File: src/design/rmr_pkg.sv
`timescale 1ns / 1ps
`default_nettype none
// ----------------------------------------------------------------------------
// rmr_pkg: shared types and constants for the rational multiply-reduce core
// Field widths, internal datapath widths and the controller/datapath link.
// ----------------------------------------------------------------------------
package rmr_pkg;

    // Fixed port field widths
    localparam int FIELD_W = 32;
    localparam int NUM_W   = 64;
    localparam int DEN_W   = 63;
    localparam int IN_TDATA_W  = 4 * FIELD_W;
    localparam int OUT_TDATA_W = 128;

    // Bits of each input field that are used
    localparam int IN_WIDTH = 32;
    localparam int MAG_W    = IN_WIDTH;
    localparam int PROD_W   = 2 * IN_WIDTH - 1;
    localparam int CNT_W    = $clog2(PROD_W + 1);

    // Controller to datapath commands
    typedef struct packed {
        logic load;      // capture operands
        logic mul;       // form both products
        logic twos;      // strip a common factor of two
        logic keep;      // save the shifted products
        logic gcd;       // one binary gcd step
        logic div_init;  // start a division
        logic div_sel;   // 0: numerator, 1: denominator
        logic div_step;  // one restoring division step
        logic out_load;  // fill the output register
    } t_rmr_cmd;

    // Datapath to controller status
    typedef struct packed {
        logic err;        // a denominator was zero
        logic twos_done;  // one working value is odd
        logic gcd_done;   // gcd sits in the divisor register
    } t_rmr_sts;

    // Two's complement magnitude of the low IN_WIDTH bits
    function automatic logic [MAG_W-1:0] f_mag(input logic [FIELD_W-1:0] raw);
        logic [MAG_W-1:0] v;
        v = raw[MAG_W-1:0];
        return v[MAG_W-1] ? (~v + MAG_W'(1)) : v;
    endfunction

endpackage
`default_nettype wire

File: src/design/rmr_ctrl.sv
`timescale 1ns / 1ps
`default_nettype none
// ----------------------------------------------------------------------------
// rmr_ctrl: sequencing controller
// Steps one item through multiply, gcd and the two divisions, and owns the
// input ready and the output valid.
// ----------------------------------------------------------------------------
module rmr_ctrl
    import rmr_pkg::*;
(
    input  wire logic     i_clk,
    input  wire logic     i_rst_n,
    input  wire logic     i_in_valid,
    output logic          o_in_ready,
    output logic          o_out_valid,
    input  wire logic     i_out_ready,
    input  wire t_rmr_sts i_sts,
    output t_rmr_cmd      o_cmd
);

    typedef enum logic [2:0] {
        S_IDLE, S_MUL, S_TWOS, S_GCD, S_DIVN, S_DIVD, S_DONE
    } t_state;

    t_state           r_state, n_state;
    logic [CNT_W-1:0] r_cnt, n_cnt;
    logic             r_out_valid, n_out_valid;
    logic             w_slot_free;

    assign w_slot_free = !r_out_valid || i_out_ready;
    assign o_in_ready  = (r_state == S_IDLE);
    assign o_out_valid = r_out_valid;

    always_comb begin
        n_state     = r_state;
        n_cnt       = r_cnt;
        n_out_valid = r_out_valid && !i_out_ready;
        o_cmd       = '0;
        unique case (r_state)
            S_IDLE: begin
                if (i_in_valid) begin
                    o_cmd.load = 1'b1;
                    n_state    = S_MUL;
                end
            end
            S_MUL: begin
                o_cmd.mul = 1'b1;
                n_state   = i_sts.err ? S_DONE : S_TWOS;
            end
            S_TWOS: begin
                if (i_sts.twos_done) begin
                    o_cmd.keep = 1'b1;
                    n_state    = S_GCD;
                end else begin
                    o_cmd.twos = 1'b1;
                end
            end
            S_GCD: begin
                if (i_sts.gcd_done) begin
                    o_cmd.div_init = 1'b1;
                    n_cnt          = '0;
                    n_state        = S_DIVN;
                end else begin
                    o_cmd.gcd = 1'b1;
                end
            end
            S_DIVN: begin
                if (r_cnt == CNT_W'(PROD_W)) begin
                    o_cmd.div_init = 1'b1;
                    o_cmd.div_sel  = 1'b1;
                    n_cnt          = '0;
                    n_state        = S_DIVD;
                end else begin
                    o_cmd.div_step = 1'b1;
                    n_cnt          = r_cnt + CNT_W'(1);
                end
            end
            S_DIVD: begin
                if (r_cnt == CNT_W'(PROD_W)) begin
                    n_state = S_DONE;
                end else begin
                    o_cmd.div_step = 1'b1;
                    n_cnt          = r_cnt + CNT_W'(1);
                end
            end
            S_DONE: begin
                if (w_slot_free) begin
                    o_cmd.out_load = 1'b1;
                    n_out_valid    = 1'b1;
                    n_state        = S_IDLE;
                end
            end
            default: n_state = S_IDLE;
        endcase
    end

    always_ff @(posedge i_clk) begin
        if (!i_rst_n) begin
            r_state     <= S_IDLE;
            r_cnt       <= '0;
            r_out_valid <= 1'b0;
        end else begin
            r_state     <= n_state;
            r_cnt       <= n_cnt;
            r_out_valid <= n_out_valid;
        end
    end

endmodule
`default_nettype wire

File: config.mk
export PLATFORM = sky130hd
export DESIGN_NAME = rmr_ctrl
export DESIGN_NICKNAME = d
export VERILOG_FILES = /design/src/design/rmr_pkg.sv /design/src/design/rmr_ctrl.sv
export SDC_FILE = /design/constraint.sdc
export NUM_CORES = 1
export LEC_CHECK = 0
export BUFFER_PORTS_ARGS = -buffer_cell sky130_fd_sc_hd__buf_2
export CAP_MARGIN = 20
export CORE_AREA = 8 8 45 47
export DETAILED_ROUTE_END_ITERATION = 10
export DIE_AREA = 0 0 53 55
export GPL_TIMING_DRIVEN = 0
export PLACE_DENSITY = 0.79
export SLEW_MARGIN = 20
export SYNTH_ARGS = -nofsm -noshare
export SYNTH_HDL_FRONTEND = slang
export SYNTH_SLANG_ARGS = --single-unit
export TNS_END_PERCENT = 5
File: constraint.sdc
create_clock -name i_clk -period 3.35 [get_ports i_clk]
set_input_delay 0.1675 -clock i_clk [delete_from_list [all_inputs] [get_ports i_clk]]
set_output_delay 0.1675 -clock i_clk [all_outputs]
set_load 0.02 [all_outputs]
Yosys cells after proc, flatten, opt, wreduce, memory -nomap -nowiden
Index checks and enable logic that the tools add are counted.
{"block": "op_classes", "n_addsub": 1, "n_mul": 0, "n_div": 0, "magnitude_cmp": 0, "n_eq_ne": 14, "shifts": 0, "mux": 30, "n_bitwise": 0, "n_reduce_logical": 9}
{"operator": "2-to-1 mux 3 bit", "n": 7}
{"operator": "one-hot mux 3 bit (7 select lines)", "n": 1}
{"operator": "2-to-1 mux 6 bit", "n": 3}
{"operator": "one-hot mux 6 bit (3 select lines)", "n": 1}
{"operator": "2-to-1 mux 1 bit", "n": 15}
{"operator": "!= test 2 bit, second input constant", "n": 7}
{"operator": "== test 3 bit, second input constant", "n": 3}
{"operator": "adder 6 x 1 -> 6 bit, second input constant", "n": 1}
{"operator": "== test 3 x 2 -> 1 bit, second input constant", "n": 2}
{"operator": "== test 6 bit, second input constant", "n": 1}
{"operator": "AND reduction 6 bit", "n": 1}
{"operator": "2-to-1 mux 2 bit", "n": 2}
{"operator": "== test 3 x 1 -> 1 bit, second input constant", "n": 1}
{"operator": "zero test 3 bit", "n": 1}
{"operator": "AND reduction 3 bit", "n": 1}
{"operator": "nonzero test 3 bit", "n": 1}
{"operator": "zero test 1 bit", "n": 2}
{"operator": "one-hot mux 1 bit (2 select lines)", "n": 1}
{"operator": "OR reduction 2 bit", "n": 1}
{"operator": "logical AND 1 bit", "n": 1}
{"operator": "logical OR 1 bit", "n": 1}
{"block": "totals", "reg_bits": 10, "latchBits": 0, "ram_bits": 0, "rom_bits": 0, "in_bits": 7, "output_inout_bits": 11, "memories": 0}

Depth between registers and ports, before layout
Gate-level depths: netlist of the first run.
{"block": "depth", "word_depth": 4, "mapped_depth": 5, "mapped_depth_nobuf": 5}

Worst setup path before layout of the first run
No wires, ideal clock.
{"block": "synth_path", "path_type": "reg2out", "startpoint": "register r_cnt[0]", "endpoint": "output port o_cmd[3] (netlist bit)", "arrival_ps": 1537, "required_time_ps": 3182, "slack_ps": 1646, "stages_incl_launch_ff": 5, "cell_sequence": "dfxtp_1 > ha_1 > nand3_2 > nor3_1 > nand2b_1"}
{"item": "start, declared", "line_no": "rmr_ctrl.sv:26", "text": "logic [CNT_W-1:0] r_cnt, n_cnt;"}
{"item": "start signal, assigned", "line_no": "rmr_ctrl.sv:104", "text": "r_cnt <= n_cnt;"}
{"item": "end, declared", "line_no": "rmr_ctrl.sv:18", "text": "output t_rmr_cmd o_cmd"}

==> results.py, run 1 <==
metrics = {
    "drt": {
        "drtAntennaViolNets": 0,
        "routed_via_density": 5.648,
        "drc": 0,
        "vias": 689,
        "drtIter0Drc": 14,
        "drt-total-wl_um": 1532,
        "first_pass_iters": 4,
        "wl_per_cell_um": 12.56,
    },
    "global_route": {
        "antenna_found_initial": 0,
        "grt_pass1_wl_um": 2615,
        "grt_max_degree": 11,
        "grt-ovfl-total": 0,
        "grt_pass1_vias": 666,
        "grt_util_all_layers": 0.1197,
    },
    "worst_hold_path": {
        "hold_path_end": "r_cnt[4]",
        "hold_path_class": "in2reg",
        "worstHoldStart": "i_rst_n",
        "min_path_cells": 3,
    },
    "synthesis": {
        "synth_seq_area_share": 0.2867,
        "synth_largest_area_cell": "dfxtp_1",
        "synth_nets": 93,
        "ys_warn_count": 0,
        "synth_area_per_cell_um2": 8.214,
        "ys_ff_latch": 10,
        "syn_area_um2": 698.2,
        "yosys-top-cells-area": "dfxtp_1 (29%), nand2_1 (4.8%), nand2b_1 (4.5%)",
        "yosysTopAreaCellShare": 0.2867,
        "async_flop_share": 0,
        "synth_cells": 85,
        "synth_edf_count": 0,
        "synth_ff_type": "dfxtp_1",
        "yosysUniqueCellTypes": 39,
    },
    "sta": {
        "drv_slew": 0,
        "tns_ns": 0,
        "period_minus_slack_ns": 1.739,
        "setup_viol": 0,
        "max_clock_freq_mhz": 575.1,
        "tightest_slew_ns": 0.3619,
        "setup_slack_ns": 1.611,
        "clock_skew_ns": 0.001297,
        "relSlewSlack": 0.7587,
        "fin_crit_sh": 0.5190,
        "hold_violations": 0,
        "rsz0062_at_grt": "no",
    },
    "final_layout": {
        "final_cell_mix": "buf_2 (19), dfxtp_1 (10), nand2_1 (9)",
        "final_cells": 122,
        "drive_gt1_frac": 0.2925,
        "final_common_cell": "buf_2",
        "nets": 115,
        "area_growth_pct": 20.25,
        "diodes": 0,
    },
    "clock_tree": {
        "clk_pin_slew_worst_paths_ns": 0.07,
        "cts_max_path_buffers": 2,
        "cts_tree": "built",
        "cts_max_level": 1,
        "cts_buffers": 3,
        "clkSinkCount": 10,
        "insertion_delay_ns": 0.27,
        "ctsHoldBuffers": 0,
        "cts-resized-gates": 0,
        "cts_root_buf": "clkbuf_4",
        "cts_setup_buffers": 0,
    },
    "power": {
        "power_density_mw_per_mm2": 424.2,
        "peakVddDrop_v": 0.0002923,
        "totalPowerFinal_mw": 0.3561,
        "p_leak_nw": 0.3736,
    },
    "floorplanning": {
        "start_util": 0.5045,
        "coreArea_mm2": 0.001384,
        "fp-row-count": 14,
        "die_h_um": 55,
        "die_w_um": 53,
        "ios": 18,
        "die_area_mm2": 0.002915,
    },
    "critical_path": {
        "slowest_stage": "dfxtp_1",
        "crit_required_ns": 3.18,
        "cp_cell_sequence": "ha_1 > nand3_2 > nor3_1 > nand2b_1 > buf_2",
        "cp_data_arrival_time_ns": 1.57,
        "reg2reg_depth": 5,
        "cp-end-kind": "output port",
        "cp_max_fo": 6,
        "setup.worst_path.start_class": "register",
        "worst_r2r_endpoint": "r_cnt[3]",
        "r2r_slack_ns": 1.88,
        "max_stage_delay_ns": 0.40,
        "r2r-start": "r_cnt[0]",
        "crit_type": "reg2out",
    },
    "placement": {
        "dp_hpwl_um": 1209,
        "dp.cells": 118,
        "gp_congestion": 0.8183,
        "io_buffers": 17,
        "place_ws_ns": 1.881,
    },
    "run_status": {
        "outcome": "complete, no violations",
    },
    "job": {
        "cap_viol_max_count": 0,
    },
}
[layer usage]
layer	up-vias	GRT usage	part of all wire
met5	-	0	0
li1	355	-	-
met3	4	0.02941	0.044
met2	22	0.1855	0.46
met4	0	0.09914	0.029
met1	308	0.1370	0.47
[how the worst max path moves through the flow]
stage                         from       end  slack (ns)
final                     r_cnt[0]  o_cmd[3]        1.61
after global routing      r_cnt[0]  o_cmd[3]        1.37
after CTS                 r_cnt[0]  o_cmd[3]        1.57
after detailed placement  r_cnt[0]  o_cmd[3]        1.88
after global placement    r_cnt[0]  o_cmd[3]        1.88
after floorplan           r_cnt[0]  o_cmd[3]        1.65
[area by class of cell]
type	instances	area [um^2]
Fill cell	124	544.3
Sequential cell	10	200.2
Buffer	4	25.02
Tap cell	16	20.02
Inverter	2	7.507
Multi-Input combinational cell	69	465.4
Timing Repair Buffer	17	85.08
Clock buffer	4	36.28
[logic make-up (layout without fill, tap and decap cells)]
family / Yosys count / after routing / share of synthesized area
simple gates: 41 / 41 / 0.3351
compound gates: 24 / 24 / 0.2706
flops: 10 / 10 / 0.2867
buf+inv: 6 / 27 / 0.04659
mux: 3 / 3 / 0.04301
fa+ha+maj: 1 / 1 / 0.01792
[worst max-delay path, delay by kind of cell, from the launching register on]
family,cells,cell delay (ns)
simple gates,3,0.53
flops,1,0.40
fa+ha+maj,1,0.22
buf+inv,1,0.16
[stage by stage]
stage | cell area (um^2) | utilization | hold WS (ns)
after floorplan | 698.2 | - | 0.2957
after global placement | 803.3 | 0.5805 | 0.4838
after detailed placement | 803.3 | 0.5805 | 0.4957
after CTS | 839.6 | 0.6067 | 0.2198
after global routing | 839.6 | 0.6067 | 0.2295
final | 839.6 | 0.6067 | 0.2285
[synth_stat cells, types with 2 or more instances]
library cell,count
nand2b_1,5
nand3_1,6
nor2_1,5
buf_2,2
nor3_1,2
dfxtp_1,10
inv_1,2
nor3b_1,2
a21oi_1,5
nand2_1,9
and3_1,3
o21ai_0,4
nor2b_1,2
mux2i_1,3
[power by group]
group | internal [mW] | leakage [nW] | total [mW] | switching, mW
combinational | 0.0426 | 0.271 | 0.106 | 0.0630
sequential | 0.127 | 0.0812 | 0.138 | 0.0112
clock | 0.0661 | 0.0210 | 0.112 | 0.0463
[sequential cells by signal, indices dropped and copies added, names as in the netlist]
signal and count:
o_out_valid 1, r_state 3, r_cnt 6
Note: power is estimated with default switching activity, not from simulation.
==> inputs of run 2 (changes only) <==
ABC_AREA = 1   (was not set)
CORE_AREA = not set   (was 8 8 45 47)
CORE_MARGIN = 8   (was not set)
CORE_UTILIZATION = 50   (was not set)
DIE_AREA = not set   (was 0 0 53 55)
PLACE_DENSITY = 0.76   (was 0.79)
clock period = 1.7 ns   (was 3.35 ns; I/O delays follow)
==> results.py, run 2 <==
metrics = {
    "placement": {
        "dp_hpwl_um": 1326,
        "gp_congestion": 0.8411,
        "io_buffers": 17,
        "place_area_um2": 789.5,
    },
    "synthesis": {
        "yosysTopAreaCellShare": 0.2920,
        "async_flop_share": 0,
        "yosysUniqueCellTypes": 19,
        "synthTopCellsByCount": "nand2_1 (28), nor2_1 (24), inv_1 (22), dfxtp_1 (10), nand3_1 (7)",
        "synth_cells": 116,
        "ys_ff_latch": 10,
        "synth_area_per_cell_um2": 5.911,
        "yosys-top-cells-area": "dfxtp_1 (29%), nand2_1 (15%), nor2_1 (13%)",
        "synth_largest_area_cell": "dfxtp_1",
        "synth_nets": 124,
        "yosysMostFrequentCell": "nand2_1",
        "syn_area_um2": 685.7,
        "ys_warn_count": 0,
        "synth_ff_type": "dfxtp_1",
        "synth_edf_count": 0,
        "synth_seq_area_share": 0.2920,
    },
    "final_layout": {
        "diodes": 0,
        "num-fill-cells": 127,
        "final_common_cell": "nand2_1",
        "area_growth_pct": 19.89,
        "top_register": "r_cnt",
        "ff_latch_area_um2": 200.2,
        "final_cell_mix": "nand2_1 (28), nor2_1 (23), inv_1 (22)",
        "drive_gt1_frac": 0.2206,
        "multi_input_area_um2": 397.9,
        "final_area_um2": 822.0,
        "nets": 146,
        "largest_reg_flops": 6,
    },
    "clock_tree": {
        "insertion_delay_ns": 0.27,
        "cts_tree": "built",
        "cts_max_path_buffers": 2,
        "cts_max_level": 1,
        "clkSinkCount": 10,
        "cts_setup_buffers": 0,
        "cts_root_buf": "clkbuf_4",
        "cts_buffers": 3,
        "clk_pin_slew_worst_paths_ns": 0.06,
    },
    "floorplanning": {
        "coreArea_mm2": 0.001285,
        "die_h_um": 53.03,
        "die_area_mm2": 0.002812,
        "die_w_um": 53.03,
        "start_util": 0.5336,
        "ios": 18,
        "fp-row-count": 13,
    },
    "critical_path": {
        "cp-endpoint": "o_cmd[3]",
        "r2r_slack_ns": 0.27,
        "setup.worst_path.start_class": "register",
        "r2r-start": "r_cnt[0]",
        "reg2reg_depth": 8,
        "cp_max_fo": 4,
        "crit_required_ns": 1.62,
        "startpoint": "r_cnt[0]",
        "crit_type": "reg2out",
        "cp_data_arrival_time_ns": 1.52,
        "worst_r2r_endpoint": "r_cnt[1]",
        "cp-end-kind": "output port",
    },
    "drt": {
        "vias": 742,
        "first_pass_iters": 5,
        "drt-total-wl_um": 1609,
        "wl_per_cell_um": 10.66,
        "drc": 0,
        "drtAntennaViolNets": 0,
        "highest_layer": "met3",
        "wl_met1_um": 767,
        "met3_length_um": 98,
        "wl_met2_um": 743,
        "drtIter0Drc": 23,
        "routed_via_density": 4.914,
    },
    "worst_hold_path": {
        "hold_path_class": "in2reg",
    },
    "global_route": {
        "grt_util_all_layers": 0.1272,
        "grt_max_degree": 10,
        "grt-ovfl-total": 0,
        "grt_pass1_wl_um": 2670,
        "grt_pass1_vias": 658,
        "antenna_found_initial": 0,
    },
    "sta": {
        "clock_skew_ns": 0.002717,
        "fin_crit_sh": 0.9466,
        "rsz0062_at_grt": "no",
        "setup_viol": 0,
        "drv_slew": 0,
        "period_minus_slack_ns": 1.609,
        "tns_ns": 0,
        "tightest_slew_ns": 0.2176,
        "relSlewSlack": 0.8547,
        "hold_violations": 0,
        "max_clock_freq_mhz": 621.4,
    },
    "job": {
        "cap_viol_max_count": 0,
    },
    "power": {
        "power_density_mw_per_mm2": 1444,
        "peakVddDrop_v": 0.0009520,
        "p_leak_nw": 0.4824,
    },
    "run_status": {
        "outcome": "complete, no violations",
    },
}
-- run 2: what timing repair did --
item                       4_1_cts  5_1_grt
pin swaps                        0        0
resized for setup                1        2
setup endpoints to repair        1        2
hold buffers                     0        0
-- run 2: worst min-delay path by stage --
stage	endpoint	from	cells past startpoint	slack, ns
final	r_state[2]	i_rst_n	3	0.09
after global routing	r_state[2]	i_rst_n	3	0.10
after CTS	r_state[2]	i_rst_n	3	0.08
after detailed placement	r_state[2]	i_rst_n	3	0.37
after global placement	r_state[2]	i_rst_n	3	0.36
after floorplan	r_state[2]	i_rst_n	2	0.21
-- run 2: critical path: stages (launching register included) --
cell and delay (ns):
dfxtp_1 0.37, ha_2 0.22, nand3_1 0.14, nor2_4 0.15, nand2_1 0.10, o21ai_2 0.08
buf_2 0.19
-- run 2: layout make-up --
cell class | count | share of cell area
clock buffer | 3 | 0.02740
multi-input combinational | 82 | 0.4840
sequential | 10 | 0.2435
buffer | 1 | 0.01370
timing repair buffer | 17 | 0.1035
tap | 15 | 0.02283
inverter | 23 | 0.1050
-- run 2: kinds of logic after synthesis --
| group | Yosys count | synth area share |
|---|---|---|
| and+or+nand+nor | 70 | 0.4489 |
| DFF | 10 | 0.2920 |
| AOI/OAI and AO/OA | 10 | 0.08577 |
| buffers and inverters | 24 | 0.1423 |
| adders and majority gates | 1 | 0.01825 |
| xor gates and xnor gates | 1 | 0.01278 |
-- run 2: power breakdown --
group	total [mW]	switching, mW	internal (mW)	leakage, nW
sequential	0.344	0.0544	0.290	0.0816
combinational	0.684	0.444	0.240	0.387
clock	0.159	0.0769	0.0816	0.0138
total	1.19	0.575	0.612	0.482
-- run 2: through the flow --
step	utilization	hold WS (ns)	setup WS, ns	instances	total power, mW
after floorplan	-	0.2055	0.3195	116	0.8690
after global placement	0.6144	0.3614	0.2122	148	1.014
after detailed placement	0.6144	0.3667	0.1801	148	1.033
after CTS	0.6339	0.08082	0.05751	151	1.200
after global routing	0.6397	0.1046	0.003779	151	1.302
final	0.6397	0.08546	0.09074	151	1.187
-- run 2: metal layers --
| metal | track usage | vias to the layer above |
|---|---|---|
| met4 | 0.03879 | 0 |
| met3 | 0.06723 | 0 |
| met1 | 0.1545 | 329 |
| met5 | 0 | - |
| met2 | 0.1875 | 17 |
| li1 | - | 396 |
==> inputs of run 3 (changes only) <==
CORE_MARGIN = 1.5   (was 8)
CORE_UTILIZATION = 40   (was 50)
CTS_BUF_LIST = sky130_fd_sc_hd__clkbuf_16   (was not set)
PLACE_DENSITY = not set   (was 0.76)
==> results.py, run 3 (same netlist as run 2, synthesis figures left out) <==
metrics = {
    "sta": {
        "setup_slack_ns": 0.1128,
        "drv_slew": 0,
        "max_clock_freq_mhz": 630.1,
        "hold_violations": 0,
        "fin_crit_sh": 0.9336,
        "relSlewSlack": 0.8291,
        "period_minus_slack_ns": 1.587,
        "setup_viol": 0,
        "tightest_slew_ns": 0.2561,
        "clock_skew_ns": 0.001252,
    },
    "global_route": {
        "grt_util_all_layers": 0.1840,
        "grt-ovfl-total": 0,
        "antenna_found_initial": 0,
        "grt_max_degree": 10,
        "grt_pass1_wl_um": 2580,
        "grt_pass1_vias": 608,
    },
    "worst_hold_path": {
        "hold_path_class": "in2reg",
        "worstHoldStart": "i_rst_n",
        "hold_path_end": "r_state[1]",
        "min_path_cells": 3,
    },
    "placement": {
        "gp_congestion": 0.8248,
        "place_area_um2": 790.8,
        "dp_hpwl_um": 1187,
        "place_ws_ns": 0.1858,
        "io_buffers": 17,
    },
    "drt": {
        "first_pass_iters": 6,
        "routed_via_density": 4.824,
        "drc": 0,
        "drt-total-wl_um": 1557,
        "wl_per_cell_um": 10.18,
        "vias": 738,
        "drtAntennaViolNets": 0,
        "drtIter0Drc": 16,
    },
    "final_layout": {
        "nets": 146,
        "final_cell_mix": "nand2_1 (28), nor2_1 (23), inv_1 (22)",
        "final_common_cell": "nand2_1",
        "diodes": 0,
        "final_area_um2": 879.6,
        "largest_reg_flops": 6,
        "final_util": 0.5642,
        "drive_gt1_frac": 0.2190,
        "multi_input_area_um2": 397.9,
        "num-fill-cells": 164,
        "top_register": "r_cnt",
        "ff_latch_area_um2": 200.2,
        "area_growth_pct": 28.28,
    },
    "critical_path": {
        "r2r-start": "r_cnt[0]",
        "r2r_slack_ns": 0.22,
        "startpoint": "r_cnt[0]",
        "crit_required_ns": 1.62,
        "crit_type": "reg2out",
        "cp-end-kind": "output port",
        "worst_r2r_endpoint": "r_cnt[0]",
        "cp_data_arrival_time_ns": 1.50,
        "cp_max_fo": 4,
        "reg2reg_depth": 7,
        "setup.worst_path.start_class": "register",
    },
    "power": {
        "p_leak_nw": 0.5072,
        "peakVddDrop_v": 0.0008285,
        "power_density_mw_per_mm2": 1661,
    },
    "clock_tree": {
        "clk_pin_slew_worst_paths_ns": 0.04,
        "cts_root_buf": "clkbuf_16",
        "insertion_delay_ns": 0.24,
        "cts_tree": "built",
        "cts_max_level": 1,
        "cts_buffers": 3,
        "cts_max_path_buffers": 2,
        "clkSinkCount": 10,
        "ctsHoldBuffers": 0,
        "cts_setup_buffers": 0,
    },
    "run_status": {
        "outcome": "complete, no violations",
    },
    "floorplanning": {
        "die_h_um": 44.40,
        "coreArea_mm2": 0.001559,
        "ios": 18,
        "start_util": 0.4398,
        "die_area_mm2": 0.001971,
        "die_w_um": 44.40,
        "fp-row-count": 14,
    },
    "job": {
        "cap_viol_max_count": 0,
    },
}
run 3: cell count changes in the layout (fill, tap and decap cells not counted), sizes merged:
cell	before	now
clkinv	0	1
run 3: worst max path at each step:
stage          endpoint  slack, ns  depth (start not counted)
4_1_cts        o_cmd[3]       0.03                          6
5_1_grt        o_cmd[3]      -0.02                          6
6_report       o_cmd[1]       0.11                          7
3_3_place_gp   r_cnt[4]       0.17                          8
3_5_place_dp   r_cnt[1]       0.19                          8
2_1_floorplan  r_cnt[1]       0.32                          8
run 3: stage by stage:
stage	hold slack [ns]	setup TNS, ns	power [mW]	instances
floorplan	0.2055	0	0.8690	116
global placement	0.3610	0	1.021	149
detailed placement	0.3650	0	1.026	149
CTS	0.1156	0	1.466	153
global route	0.1424	-0.01523	1.574	153
finish	0.1107	0	1.461	153
run 3: what timing repair did:
action	4_1_cts	5_1_grt
hold endpoints to repair	0	0
resized for setup	0	3
endpoints found under the setup margin	0	9
run 3: final cells by class:
type,count,area share
sequential,10,0.2276
clock inverter,1,0.004267
buffer,1,0.01280
clock buffer,3,0.08535
timing repair buffer,17,0.09673
multi-input combinational,82,0.4523
inverter,23,0.09815
tap,16,0.02276
run 3: per-layer routing:
metal | part of all wire | track usage
met1 | 0.52 | 0.2700
met2 | 0.42 | 0.2294
met3 | 0.042 | 0.04082
met4 | 0.017 | 0.1333
met5 | 0 | 0
run 3: report_power, final:
part	switching, mW	internal (mW)
logic	0.444	0.240
registers	0.0570	0.291
clock network	0.119	0.309
run 3: worst max-delay path, cell delays in order (launching register included):
cell	delay (ns)
dfxtp_1	0.38
ha_2	0.23
nand3_1	0.15
nor2_4	0.15
inv_1	0.05
nand2_1	0.11
inv_1	0.05
buf_2	0.15
